File: src/rtl/i2ctrm_pkg.sv
// ----------------------------------------------------------------------------
// i2ctrm_pkg
// shared types, codes and defaults of the i2c target register map
// ----------------------------------------------------------------------------
`default_nettype none

package i2ctrm_pkg;

	localparam int DEF_NUM_ENTRIES = 4;
	localparam int DEF_RX_BYTES    = 8;
	localparam int DEF_ENTRY_BYTES = 7;

	// entries that the address and size registers can describe
	localparam int DESCRIBED_ENTRIES = 4;
	localparam int SIZE_W            = 3;
	localparam int HOST_BYTES        = 7;
	localparam int HOST_W            = HOST_BYTES * 8;

	localparam int CFG_ADDR_W = 4;
	localparam int CFG_DATA_W = 32;
	localparam int IN_TDATA_W  = 80;
	localparam int OUT_TDATA_W = 64;

	localparam logic [1:0] REG_ENTRY_COUNT = 2'd0;
	localparam logic [1:0] REG_ENTRY_ADDRS = 2'd1;
	localparam logic [1:0] REG_ENTRY_SIZES = 2'd2;

	localparam logic [2:0] CMD_MATCH = 3'd0;
	localparam logic [2:0] CMD_BYTE  = 3'd1;
	localparam logic [2:0] CMD_STOP  = 3'd2;
	localparam logic [2:0] CMD_SET   = 3'd3;
	localparam logic [2:0] CMD_GET   = 3'd4;

	localparam logic [1:0] STS_OK       = 2'd0;
	localparam logic [1:0] STS_NO_ENTRY = 2'd1;
	localparam logic [1:0] STS_MISMATCH = 2'd2;
	localparam logic [1:0] STS_NOTHING  = 2'd3;

	localparam logic [1:0] PH_IDLE    = 2'd0;
	localparam logic [1:0] PH_MATCHED = 2'd1;
	localparam logic [1:0] PH_RECV    = 2'd2;
	localparam logic [1:0] PH_STOPPED = 2'd3;

	typedef struct packed {
		logic [2:0]  entry_count;
		logic [31:0] entry_addresses;
		logic [11:0] entry_sizes;
	} cfg_t;

	typedef struct packed {
		logic load;
		logic find;
		logic exec;
	} ctrl_cmd_t;

endpackage

`default_nettype wire

File: src/rtl/i2ctrm_cfg.sv
// ----------------------------------------------------------------------------
// i2ctrm_cfg
// apb configuration registers: entry count, addresses and sizes
// ----------------------------------------------------------------------------
`default_nettype none

module i2ctrm_cfg (
	input  wire logic                                clk,
	input  wire logic                                arst_n,
	input  wire logic                                psel,
	input  wire logic                                penable,
	input  wire logic                                pwrite,
	input  wire logic [i2ctrm_pkg::CFG_ADDR_W-1:0]   paddr,
	input  wire logic [i2ctrm_pkg::CFG_DATA_W-1:0]   pwdata,
	output      logic [i2ctrm_pkg::CFG_DATA_W-1:0]   prdata,
	output      logic                                pready,
	output      i2ctrm_pkg::cfg_t                    cfg
);

	i2ctrm_pkg::cfg_t cfg_q;
	logic             wr_en;
	logic [1:0]       reg_idx;

	assign pready  = 1'b1;
	assign wr_en   = psel & penable & pwrite;
	assign reg_idx = paddr[3:2];
	assign cfg     = cfg_q;

	always_ff @(posedge clk or negedge arst_n) begin
		if (!arst_n) begin
			cfg_q <= '0;
		end else if (wr_en) begin
			unique case (reg_idx)
				i2ctrm_pkg::REG_ENTRY_COUNT: cfg_q.entry_count     <= pwdata[2:0];
				i2ctrm_pkg::REG_ENTRY_ADDRS: cfg_q.entry_addresses <= pwdata[31:0];
				i2ctrm_pkg::REG_ENTRY_SIZES: cfg_q.entry_sizes     <= pwdata[11:0];
				default: ;
			endcase
		end
	end

	always_comb begin
		unique case (reg_idx)
			i2ctrm_pkg::REG_ENTRY_COUNT: prdata = {29'd0, cfg_q.entry_count};
			i2ctrm_pkg::REG_ENTRY_ADDRS: prdata = cfg_q.entry_addresses;
			i2ctrm_pkg::REG_ENTRY_SIZES: prdata = {20'd0, cfg_q.entry_sizes};
			default:                     prdata = '0;
		endcase
	end

endmodule

`default_nettype wire

File: src/rtl/i2ctrm_ctrl.sv
// ----------------------------------------------------------------------------
// i2ctrm_ctrl
// sequencer: accept, entry lookup, execute, output handshake
// ----------------------------------------------------------------------------
`default_nettype none

module i2ctrm_ctrl (
	input  wire logic             clk,
	input  wire logic             arst_n,
	input  wire logic             in_valid,
	output      logic             in_ready,
	output      logic             out_valid,
	input  wire logic             out_ready,
	output      i2ctrm_pkg::ctrl_cmd_t ctl
);

	typedef enum logic [1:0] {
		ST_IDLE,
		ST_FIND,
		ST_EXEC
	} state_t;

	state_t state_q;
	logic   out_valid_q;
	logic   out_free;

	assign out_free  = !out_valid_q || out_ready;
	assign in_ready  = (state_q == ST_IDLE);
	assign out_valid = out_valid_q;

	assign ctl.load = (state_q == ST_IDLE) && in_valid;
	assign ctl.find = (state_q == ST_FIND);
	assign ctl.exec = (state_q == ST_EXEC) && out_free;

	always_ff @(posedge clk or negedge arst_n) begin
		if (!arst_n) begin
			state_q     <= ST_IDLE;
			out_valid_q <= 1'b0;
		end else begin
			if ((state_q == ST_EXEC) && out_free) begin
				out_valid_q <= 1'b1;
			end else if (out_valid_q && out_ready) begin
				out_valid_q <= 1'b0;
			end
			unique case (state_q)
				ST_IDLE: begin
					if (in_valid) begin
						state_q <= ST_FIND;
					end
				end
				ST_FIND: begin
					state_q <= ST_EXEC;
				end
				ST_EXEC: begin
					if (out_free) begin
						state_q <= ST_IDLE;
					end
				end
				default: begin
					state_q <= ST_IDLE;
				end
			endcase
		end
	end

endmodule

`default_nettype wire

File: src/rtl/i2ctrm_dp.sv
// ----------------------------------------------------------------------------
// i2ctrm_dp
// datapath: item register, entry lookup, receive buffer, entry storage
// ----------------------------------------------------------------------------
`default_nettype none

module i2ctrm_dp #(
	parameter int NUM_ENTRIES = i2ctrm_pkg::DEF_NUM_ENTRIES,
	parameter int RX_BYTES    = i2ctrm_pkg::DEF_RX_BYTES,
	parameter int ENTRY_BYTES = i2ctrm_pkg::DEF_ENTRY_BYTES
) (
	input  wire logic                             clk,
	input  wire logic                             arst_n,
	input  wire i2ctrm_pkg::ctrl_cmd_t            ctl,
	input  wire i2ctrm_pkg::cfg_t                 cfg,
	input  wire logic [2:0]                       cmd,
	input  wire logic [7:0]                       rx_byte,
	input  wire logic                             is_read,
	input  wire logic [7:0]                       reg_address,
	input  wire logic [2:0]                       host_length,
	input  wire logic [i2ctrm_pkg::HOST_W-1:0]    host_data,
	output      logic [1:0]                       status,
	output      logic [i2ctrm_pkg::HOST_W-1:0]    data_out,
	output      logic [2:0]                       length_out,
	output      logic [1:0]                       bus_state
);

	localparam int IdxW    = (NUM_ENTRIES > 1) ? $clog2(NUM_ENTRIES) : 1;
	localparam int Lookup  = (NUM_ENTRIES < i2ctrm_pkg::DESCRIBED_ENTRIES) ?
		NUM_ENTRIES : i2ctrm_pkg::DESCRIBED_ENTRIES;
	localparam int CntW    = $clog2(RX_BYTES + 1);
	localparam int RxIdxW  = $clog2(RX_BYTES);
	localparam int CmpW    = (CntW > i2ctrm_pkg::SIZE_W) ? CntW : i2ctrm_pkg::SIZE_W;
	localparam int OutBytes = (ENTRY_BYTES < i2ctrm_pkg::HOST_BYTES) ?
		ENTRY_BYTES : i2ctrm_pkg::HOST_BYTES;
	localparam int MaxSizeI = (ENTRY_BYTES < 7) ? ENTRY_BYTES : 7;
	localparam logic [2:0] MaxSize = 3'(MaxSizeI);

	// item register
	logic [2:0]                    cmd_q;
	logic [7:0]                    rx_byte_q;
	logic                          is_read_q;
	logic [7:0]                    reg_addr_q;
	logic [2:0]                    hlen_q;
	logic [i2ctrm_pkg::HOST_W-1:0] hdata_q;

	// lookup result
	logic            hit_q;
	logic [IdxW-1:0] idx_q;
	logic [2:0]      size_q;

	// state
	logic [NUM_ENTRIES-1:0][ENTRY_BYTES-1:0][7:0] store_q;
	logic [RX_BYTES-1:0][7:0]                     rx_buf_q;
	logic [CntW-1:0]                              rx_cnt_q;
	logic [1:0]                                   phase_q;

	// output register
	logic [1:0]                    status_q;
	logic [i2ctrm_pkg::HOST_W-1:0] data_q;
	logic [2:0]                    len_q;

	logic [7:0]      look_addr;
	logic            hit_d;
	logic [IdxW-1:0] idx_d;
	logic [2:0]      size_d;
	logic [2:0]      raw_size;

	logic [1:0]                    status_d;
	logic [i2ctrm_pkg::HOST_W-1:0] data_d;
	logic [2:0]                    len_d;
	logic [1:0]                    phase_d;
	logic                          do_commit;
	logic                          do_set;

	logic [(RX_BYTES+ENTRY_BYTES)*8-1:0]           rx_ext;
	logic [i2ctrm_pkg::HOST_W+ENTRY_BYTES*8-1:0]   host_ext;

	assign rx_ext   = {{(ENTRY_BYTES*8){1'b0}}, rx_buf_q};
	assign host_ext = {{(ENTRY_BYTES*8){1'b0}}, hdata_q};

	always_ff @(posedge clk) begin
		if (ctl.load) begin
			cmd_q      <= cmd;
			rx_byte_q  <= rx_byte;
			is_read_q  <= is_read;
			reg_addr_q <= reg_address;
			hlen_q     <= host_length;
			hdata_q    <= host_data;
		end
	end

	// lowest matching entry wins
	always_comb begin
		look_addr = (cmd_q == i2ctrm_pkg::CMD_STOP) ? rx_buf_q[0] : reg_addr_q;
		hit_d     = 1'b0;
		idx_d     = '0;
		size_d    = '0;
		raw_size  = '0;
		for (int e = Lookup - 1; e >= 0; e--) begin
			if ((3'(e) < cfg.entry_count) && (cfg.entry_addresses[8*e +: 8] == look_addr)) begin
				hit_d    = 1'b1;
				idx_d    = IdxW'(e);
				raw_size = cfg.entry_sizes[3*e +: 3];
				size_d   = (raw_size > MaxSize) ? MaxSize : raw_size;
			end
		end
	end

	always_ff @(posedge clk) begin
		if (ctl.find) begin
			hit_q  <= hit_d;
			idx_q  <= idx_d;
			size_q <= size_d;
		end
	end

	always_comb begin
		status_d  = i2ctrm_pkg::STS_OK;
		data_d    = '0;
		len_d     = '0;
		phase_d   = phase_q;
		do_commit = 1'b0;
		do_set    = 1'b0;
		case (cmd_q)
			i2ctrm_pkg::CMD_MATCH: begin
				phase_d = i2ctrm_pkg::PH_MATCHED;
			end
			i2ctrm_pkg::CMD_BYTE: begin
				phase_d = i2ctrm_pkg::PH_RECV;
			end
			i2ctrm_pkg::CMD_STOP: begin
				phase_d = i2ctrm_pkg::PH_STOPPED;
				if (is_read_q || (rx_cnt_q < CntW'(2))) begin
					status_d = i2ctrm_pkg::STS_NOTHING;
				end else if (!hit_q) begin
					status_d = i2ctrm_pkg::STS_NO_ENTRY;
				end else if (CmpW'(size_q) != (CmpW'(rx_cnt_q) - CmpW'(1))) begin
					status_d = i2ctrm_pkg::STS_MISMATCH;
				end else begin
					do_commit = 1'b1;
				end
			end
			i2ctrm_pkg::CMD_SET: begin
				if (!hit_q) begin
					status_d = i2ctrm_pkg::STS_NO_ENTRY;
				end else if (hlen_q > size_q) begin
					status_d = i2ctrm_pkg::STS_MISMATCH;
				end else begin
					do_set = 1'b1;
				end
			end
			i2ctrm_pkg::CMD_GET: begin
				if (!hit_q) begin
					status_d = i2ctrm_pkg::STS_NO_ENTRY;
				end else if (hlen_q < size_q) begin
					status_d = i2ctrm_pkg::STS_MISMATCH;
				end else begin
					len_d = size_q;
					for (int i = 0; i < OutBytes; i++) begin
						if (i < int'(size_q)) begin
							data_d[8*i +: 8] = store_q[idx_q][i];
						end
					end
				end
			end
			default: ;
		endcase
	end

	always_ff @(posedge clk or negedge arst_n) begin
		if (!arst_n) begin
			store_q  <= '0;
			rx_buf_q <= '0;
			rx_cnt_q <= '0;
			phase_q  <= i2ctrm_pkg::PH_IDLE;
		end else if (ctl.exec) begin
			phase_q <= phase_d;
			if (cmd_q == i2ctrm_pkg::CMD_MATCH) begin
				rx_buf_q <= '0;
				rx_cnt_q <= '0;
			end
			if ((cmd_q == i2ctrm_pkg::CMD_BYTE) && (rx_cnt_q < CntW'(RX_BYTES))) begin
				rx_buf_q[rx_cnt_q[RxIdxW-1:0]] <= rx_byte_q;
				rx_cnt_q <= rx_cnt_q + CntW'(1);
			end
			for (int i = 0; i < ENTRY_BYTES; i++) begin
				if (do_commit && (i < int'(size_q))) begin
					store_q[idx_q][i] <= rx_ext[8*(i+1) +: 8];
				end
				if (do_set && (i < int'(hlen_q))) begin
					store_q[idx_q][i] <= host_ext[8*i +: 8];
				end
			end
		end
	end

	always_ff @(posedge clk) begin
		if (ctl.exec) begin
			status_q <= status_d;
			data_q   <= data_d;
			len_q    <= len_d;
		end
	end

	assign status     = status_q;
	assign data_out   = data_q;
	assign length_out = len_q;
	assign bus_state  = phase_q;

endmodule

`default_nettype wire

File: src/rtl/i2c_target_register_map_top.sv
// ----------------------------------------------------------------------------
// i2c_target_register_map_top
// register map behind an i2c target: bus events, host set and get
// ----------------------------------------------------------------------------
// Each item gives exactly one result. It is first registered, then the
// entry lookup (a priority compare of the entry addresses) runs, and
// last the receive buffer or entry storage is updated and the output
// register loaded. The block accepts the next item while that result
// waits to be taken, and stalls in the update step only while the output
// register is still full. Storage and the receive buffer clear at reset.
`default_nettype none

module i2c_target_register_map_top #(
	parameter int NUM_ENTRIES = i2ctrm_pkg::DEF_NUM_ENTRIES,
	parameter int RX_BYTES    = i2ctrm_pkg::DEF_RX_BYTES,
	parameter int ENTRY_BYTES = i2ctrm_pkg::DEF_ENTRY_BYTES
) (
	input  wire logic                                 clk,
	input  wire logic                                 arst_n,
	input  wire logic                                 s_axis_tvalid,
	output      logic                                 s_axis_tready,
	// rx_byte, is_read, reg_address, host_length, host_data, zero pad
	input  wire logic [i2ctrm_pkg::IN_TDATA_W-1:0]    s_axis_tdata,
	// cmd
	input  wire logic [2:0]                           s_axis_tuser,
	output      logic                                 m_axis_tvalid,
	input  wire logic                                 m_axis_tready,
	// status, data_out, length_out, bus_state, zero pad
	output      logic [i2ctrm_pkg::OUT_TDATA_W-1:0]   m_axis_tdata,
	input  wire logic                                 psel,
	input  wire logic                                 penable,
	input  wire logic                                 pwrite,
	input  wire logic [i2ctrm_pkg::CFG_ADDR_W-1:0]    paddr,
	input  wire logic [i2ctrm_pkg::CFG_DATA_W-1:0]    pwdata,
	output      logic [i2ctrm_pkg::CFG_DATA_W-1:0]    prdata,
	output      logic                                 pready
);

	i2ctrm_pkg::cfg_t      cfg;
	i2ctrm_pkg::ctrl_cmd_t ctl;

	logic [1:0]                    status;
	logic [i2ctrm_pkg::HOST_W-1:0] data_out;
	logic [2:0]                    length_out;
	logic [1:0]                    bus_state;

	i2ctrm_cfg u_cfg (
		.clk     (clk),
		.arst_n  (arst_n),
		.psel    (psel),
		.penable (penable),
		.pwrite  (pwrite),
		.paddr   (paddr),
		.pwdata  (pwdata),
		.prdata  (prdata),
		.pready  (pready),
		.cfg     (cfg)
	);

	i2ctrm_ctrl u_ctrl (
		.clk       (clk),
		.arst_n    (arst_n),
		.in_valid  (s_axis_tvalid),
		.in_ready  (s_axis_tready),
		.out_valid (m_axis_tvalid),
		.out_ready (m_axis_tready),
		.ctl       (ctl)
	);

	i2ctrm_dp #(
		.NUM_ENTRIES (NUM_ENTRIES),
		.RX_BYTES    (RX_BYTES),
		.ENTRY_BYTES (ENTRY_BYTES)
	) u_dp (
		.clk         (clk),
		.arst_n      (arst_n),
		.ctl         (ctl),
		.cfg         (cfg),
		.cmd         (s_axis_tuser),
		.rx_byte     (s_axis_tdata[7:0]),
		.is_read     (s_axis_tdata[8]),
		.reg_address (s_axis_tdata[16:9]),
		.host_length (s_axis_tdata[19:17]),
		.host_data   (s_axis_tdata[75:20]),
		.status      (status),
		.data_out    (data_out),
		.length_out  (length_out),
		.bus_state   (bus_state)
	);

	assign m_axis_tdata = {1'b0, bus_state, length_out, data_out, status};

endmodule

`default_nettype wire

File: config.mk
export PLATFORM = sky130hd
export DESIGN_NAME = i2c_target_register_map_top
export DESIGN_NICKNAME = d
export VERILOG_FILES = /design/src/rtl/i2ctrm_pkg.sv /design/src/rtl/i2ctrm_cfg.sv /design/src/rtl/i2ctrm_ctrl.sv /design/src/rtl/i2ctrm_dp.sv /design/src/rtl/i2c_target_register_map_top.sv
export SDC_FILE = /design/constraint.sdc
export NUM_CORES = 1
export LEC_CHECK = 0
export BUFFER_PORTS_ARGS = -buffer_cell sky130_fd_sc_hd__buf_2
export CAP_MARGIN = 20
export CELL_PAD_IN_SITES_DETAIL_PLACEMENT = 0
export CELL_PAD_IN_SITES_GLOBAL_PLACEMENT = 1
export CORE_UTILIZATION = 40
export DETAILED_ROUTE_END_ITERATION = 10
export GPL_TIMING_DRIVEN = 1
export PLACE_DENSITY_LB_ADDON = 0.25
export SLEW_MARGIN = 5
export SYNTH_ARGS = -nofsm -noshare
export SYNTH_HDL_FRONTEND = slang
export SYNTH_SLANG_ARGS = --single-unit
export TNS_END_PERCENT = 30
File: constraint.sdc
create_clock -name clk -period 4.35 [get_ports clk]
set_input_delay 0.6525 -clock clk [delete_from_list [all_inputs] [get_ports clk]]
set_output_delay 0.6525 -clock clk [all_outputs]
set_load 0.03 [all_outputs]
## After elaboration in Yosys (flattened, before gate mapping)

Index checks and enable logic that the tools add are counted.

| cells by class | value |
|---|---|
| reduce and logical (&&, ||, !) cells | 49 |
| order comparisons | 30 |
| bitwise gates (word level) | 11 |
| mux-type cells | 100 |
| $add $sub $neg | 2 |
| equality and inequality tests | 15 |

Operators with widths:

| cell | number |
|---|---|
| $mux W224 | 27 |
| $bwmux W224 | 14 |
| $demux W56 S2 | 7 |
| $mux W64 | 3 |
| $bmux W56 S2 | 1 |
| $mux W56 | 2 |
| $pmux W32 S3 | 1 |
| $bwmux W64 | 1 |
| $mux W48 | 1 |
| $mux W40 | 1 |
| $eq A8 B8 Y1 | 4 |
| $mux W32 | 1 |
| $reduce_or A4 Y1 | 7 |
| $demux W8 S3 | 1 |
| $logic_and A1 B1 Y1 | 24 |
| $mux W24 | 1 |
| $mux W3 | 8 |
| $mux W8 | 3 |
| $mux W2 | 11 |
| $lt A1 B3 Y1 const A | 6 |
| $lt A2 B3 Y1 const A | 6 |
| $lt A3 B3 Y1 const A | 6 |
| $pmux W2 S3 | 3 |
| $mux W16 | 1 |
| 32 further kinds | 67 |

| storage, ports and cells | value |
|---|---|
| output and inout bits | 99 |
| register bits after elaboration | 490 |
| input bits | 126 |

## Depth between registers and ports, before layout

| logic depth | value |
|---|---|
| word-level depth | 47 |
| depth in mapped cells | 12 |
| gate-level depth less buffers | 9 |

## Hierarchy

A second synthesis with hierarchy kept.

| unflattened totals | value |
|---|---|
| cells, all modules | 1,848 |
| area total of the unflattened synthesis | 22,465.3 um^2 |

Modules (own cells, without submodules):

| module | sequential area each (um^2) | area each (um^2) | times used | cells each |
|---|---|---|---|---|
| i2ctrm_dp | 11,741.3 | 20,204.4 | 1 | 1,685 |
| i2ctrm_cfg | 1,176.1 | 2,117.0 | 1 | 149 |
| i2ctrm_ctrl | 75.1 | 132.6 | 1 | 12 |
| i2c_target_register_map_top | 0.0 | 11.3 | 1 | 2 |

## Least setup slack after synthesis

No wires, ideal clock.

| timing | value |
|---|---|
| path type | input port to flip-flop |
| start point | input m_axis_tready |
| end point | register u_dp.data_q, in the netlist u_dp.data_out[0], enable pin |
| path buffers | 2 |
| arrival | 3.118 ns |
| setup time | 0.449 ns |
| cell stages on the path | 5 |
| slack | 0.783 ns |
| path through | nand2b_1 > nand2b_1 > inv_2 > clkbuf_1 > clkbuf_1 |

RTL lines:

| element | line | source |
|---|---|---|
| start: declaration | i2c_target_register_map_top.sv:27 | `input wire logic m_axis_tready,` |
| end signal: assignment | i2ctrm_dp.sv:201 | `data_q <= data_d;` |
| end: declaration | i2ctrm_dp.sv:60 | `logic [i2ctrm_pkg::HOST_W-1:0] data_q;` |

## Worst setup path after layout

| timing | value |
|---|---|
| start point | register u_dp.size_q[0] |
| end point | register u_dp.store_q[56] (netlist bit) |

| between the ends | value |
|---|---|
| cells in the longest elaborated chain, start to end | 46 |
| elaborated cells between the ends (all ways) | 70 |
| those cells by class | order compare: 8; eq/ne: 1; mux: 47; reduce/logical: 14 |

RTL lines:

| element | line | source |
|---|---|---|
| start: declaration | i2ctrm_dp.sv:50 | `logic [2:0] size_q;` |
| start signal: assignment | i2ctrm_dp.sv:114 | `size_q <= size_d;` |
| $ne A3 B4 Y1 | i2ctrm_dp.sv:138 | `end else if (CmpW'(size_q) != (CmpW'(rx_cnt_q) - CmpW'(1))) begin` |
| $mux W1 | i2ctrm_dp.sv:138 |  |
| $mux W1 | i2ctrm_dp.sv:136 | `end else if (!hit_q) begin` |
| $mux W1 | i2ctrm_dp.sv:134 | `if (is_read_q \|\| (rx_cnt_q < CntW'(2))) begin` |
| $mux W1 | i2ctrm_dp.sv:125 | `case (cmd_q)` |
| $logic_and A1 B1 Y1 | i2ctrm_dp.sv:188 | `if (do_commit && (i < int'(size_q))) begin` |
| $mux W224 | i2ctrm_dp.sv:188 |  |
| $mux W224 | i2ctrm_dp.sv:177 | `end else if (ctl.exec) begin` |
| [30 not listed] | -- |  |
| $bwmux W224 | i2ctrm_dp.sv:192 | `store_q[idx_q][i] <= host_ext[8*i +: 8];` |
| $mux W224 | i2ctrm_dp.sv:191 | `if (do_set && (i < int'(hlen_q))) begin` |
| $mux W224 | i2ctrm_dp.sv:177 |  |
| $bwmux W224 | i2ctrm_dp.sv:189 | `store_q[idx_q][i] <= rx_ext[8*(i+1) +: 8];` |
| $mux W224 | i2ctrm_dp.sv:188 |  |
| $mux W224 | i2ctrm_dp.sv:177 |  |
| $bwmux W224 | i2ctrm_dp.sv:192 |  |
| $mux W224 * | i2ctrm_dp.sv:191 |  |
| end signal: indexed assignment | i2ctrm_dp.sv:189 |  |
| end signal: indexed assignment | i2ctrm_dp.sv:192 |  |
| end: declaration | i2ctrm_dp.sv:53 | `logic [NUM_ENTRIES-1:0][ENTRY_BYTES-1:0][7:0] store_q;` |

Every way passes the cells marked *; elsewhere a longest branch is shown, timed or not. The select of a mux whose other input is x is not followed.
A chain may end at the register's enable or synchronous reset.

==> summary.txt <==
Status = completed
Post-route ant nets = 0
Sink Count = 490
Synthesized Nets = 2015
Post-layout util = 0.477
CP bufs+invs = 0
Tmin final = 3.55 ns
TritonCTS clock tree = built
Final Cycle Share = 0.817
Synth cell types = 75
Reg2reg setup slack = 0.80 ns
Cell family with most CP delay = compound AO/OA/AOI/OAI gates
Kind of critical path = reg -> reg
Reg2Reg Launch Point = u_dp.size_q[0]
Worst-margin pin slew = 1.02 ns
R2R Path End = u_dp.store_q[56]
Fin Setup TNS = 0 ns
Pre-antenna DRT Iters = 7
Req. time, crit path = 4.88 ns
Routed Wire Length = 67.2 mm
Port Buffers = 216
GR Util All Layers = 0.236
Crit-path slowest cell = edfxtp_1
Worst setup path startpoint = u_dp.size_q[0]
Area growth from synthesis to layout = 17.1%
Most common cell after layout, fill and taps aside = dfrtp_1
Total gr overflow = 0
Setup Viol. Count Final = 0
Synth async-reset ratio = 0.702
Placed cell areas = 24600 µm²
Initial core utilization = 0.407
Vias in the first global route = 17.6k
# H-tree levels = 2
WL/cell = 23.2 µm
Normalized max-slew margin = 0.317
Fin nets = 2238
Max-slew violation count = 0
Max-Cap Viols = 0
Leak Pwr = 10.4 nW
HP Class = in -> async
CTS Buffer Depth = 3
Final Hold Viols = 0
Via count = 17.0k
HPWL Detailed = 43.6 mm
Critical path depth in cells = 8
Register bit total from synthesis = 490
Die Y = 240 µm
Die X = 240 µm
CTS clk-pin slew, worst paths = 0.06 ns
Worst Path Max Fanout = 13
Post-CTS Repair Setup Buffers = 0
Root buffer cell = clkbuf_16
Share of layout cells above drive strength 1 = 0.238
Mapped Area = 22600 µm²
Synth warnings = 0
Fin area = 26500 µm²
Core ar. = 55500 µm²
Total CTS buffers = 54
Synth Instances = 1884
CP Capture Type = flop
Worst-Skew Late Latency = 0.62 ns
Standard-cell rows = 86
Slowest stage delay, CP = 0.79 ns
Most frequent cells in the layout = dfrtp_1 (344), buf_2 (215), nand2_1 (156), edfxtp_1 (146), nor2_1 (130)
Initial antenna violation count = 5
Post-placement cell count = 2798
Post-CTS sizing = 0
Maximum VDD drop = 0.000294 V
Pin count of the biggest net entering global routing = 98
Fillers = 5110
First-pass GRT wire length = 103 mm
DRC = 0
Type of origin of the critical path = flop
CTS Hold Bufs = 0
Fin cells = 2903
Global placement routability congestion = 0.830
Power per Cell Area = 485 nW/µm²
Syn Area/Cell = 12.0 µm²
1st-iter DRT viols = 1286
RSZ-0062 raised after global routing = no
Number of synthesized flops with an enable pin = 146
IO Pins = 225
Max Freq = 281 MHz
Routed vias/inst = 5.85
R2R depth = 8
Clock Skews = 0.0312 ns
Seq/Total Area, Yosys = 0.575
Critical-path cell list = ha_1, nor2b_1, o21ai_1, a32oi_1, nor3_1, nand2_1, a21oi_2, a2bb2oi_1
CP Capture Point = u_dp.store_q[56]
Data arrival, critical path = 4.08 ns
Top FF cell, synth = dfrtp_1
DIE AREA = 57500 µm²
[power by group]
part	switching, mW	internal, mW	leakage [nW]
registers	0.591	5.35	5.26
logic	1.45	0.828	4.20
clock network	1.90	2.72	0.888
[cell families (layout without fill, tap and decap cells)]
family / Yosys count / after routing / synth area share
compound gates: 586 / 586 / 0.189
simple gates: 513 / 513 / 0.113
flops: 490 / 490 / 0.575
buf+inv: 160 / 429 / 0.0306
mux: 107 / 107 / 0.0807
xor+xnor: 21 / 21 / 0.00813
fa+ha+maj: 5 / 5 / 0.00277
other cells: 2 / 4 / 0.000332
[routing by layer]
layer	share of wire	track usage	vias to the layer above
li1	-	-	7613
met1	0.42	0.308	8577
met2	0.48	0.385	627
met3	0.063	0.0425	164
met4	0.036	0.103	8
met5	0.00062	0	-
[how the worst min path moves through the flow]
stage | startpoint | endpoint | slack, ns | depth (start not counted)
floorplan | arst_n | u_cfg.cfg[0] | 0.36 | 0
global placement | u_dp.store_q[51] | u_dp.store_q[51] | 0.47 | 1
detailed placement | u_dp.store_q[111] | u_dp.store_q[111] | 0.48 | 1
CTS | arst_n | u_dp.store_q[161] | 0.11 | 1
global route | arst_n | u_dp.store_q[161] | 0.14 | 1
finish | arst_n | u_dp.store_q[161] | 0.1 | 1
[layout make-up]
| class | instances | area [µm²] | share of cell area |
|---|---|---|---|
| inverters | 57 | 219 | 0.00827 |
| multi-input cells | 1234 | 8950 | 0.338 |
| repair buffers | 270 | 1570 | 0.0592 |
| flip-flops and latches | 490 | 13000 | 0.491 |
| well taps | 748 | 936 | 0.0354 |
| clock inverters | 22 | 199 | 0.00752 |
| diodes | 2 | 5.00 | 0.000189 |
| clock buffers | 80 | 1600 | 0.0605 |
[sequential cells by signal (all words and copies together) (netlist names)]
signal	flops
u_cfg.cfg	47
u_dp.bus_state	2
u_dp.cmd_q	3
u_ctrl.state_q	2
u_dp.hlen_q	3
u_ctrl.out_valid	1
u_dp.hdata_q	56
u_dp.reg_addr_q	8
u_dp.size_q	3
u_dp.rx_byte_q	8
u_dp.is_read_q	1
u_dp.store_q	224
u_dp.rx_buf_q	64
u_dp.rx_cnt_q	4
u_dp.length_out	3
u_dp.hit_q	1
u_dp.data_out	56
u_dp.status	2
u_dp.idx_q	2
[synth_stat cells (7+ instances only)]
cell,count,area [µm²]
a22oi_1,26,195
mux2_2,43,484
edfxtp_1,146,4380
o221a_2,12,135
nand2_2,15,93.8
mux2i_1,8,80.1
buf_1,10,37.5
xnor2_1,7,61.3
a21oi_2,8,70.1
nor2_1,130,488
a32o_1,17,170
a2bb2oi_1,65,569
o21a_1,66,495
nand4_1,17,106
o22a_1,41,359
a22o_1,9,78.8
clkbuf_1,58,218
inv_1,56,210
nor3_1,19,95.1
nor2b_1,64,400
xor2_1,14,123
and3_1,16,100
nand2b_1,15,93.8
buf_4,14,105
o22ai_1,128,801
mux4_2,56,1260
o21ai_0,58,290
a21oi_1,60,300
a221oi_1,33,289
o31ai_1,13,97.6
buf_2,18,90.1
dfrtp_1,344,8610
nor4_1,9,56.3
and2_1,36,225
nand2_1,156,586
o211ai_1,8,60.1
[metrics by stage]
stage / worst slack (ns) / hold slack (ns) / power [mW]
2_1_floorplan: 0.783 / 0.357 / 7.38
3_3_place_gp: 0.976 / 0.469 / 8.24
3_5_place_dp: 0.844 / 0.476 / 8.29
4_1_cts: 0.825 / 0.112 / 13.0
5_1_grt: 0.541 / 0.144 / 13.4
6_report: 0.796 / 0.0962 / 12.8
(Power assumes the default switching activity.)
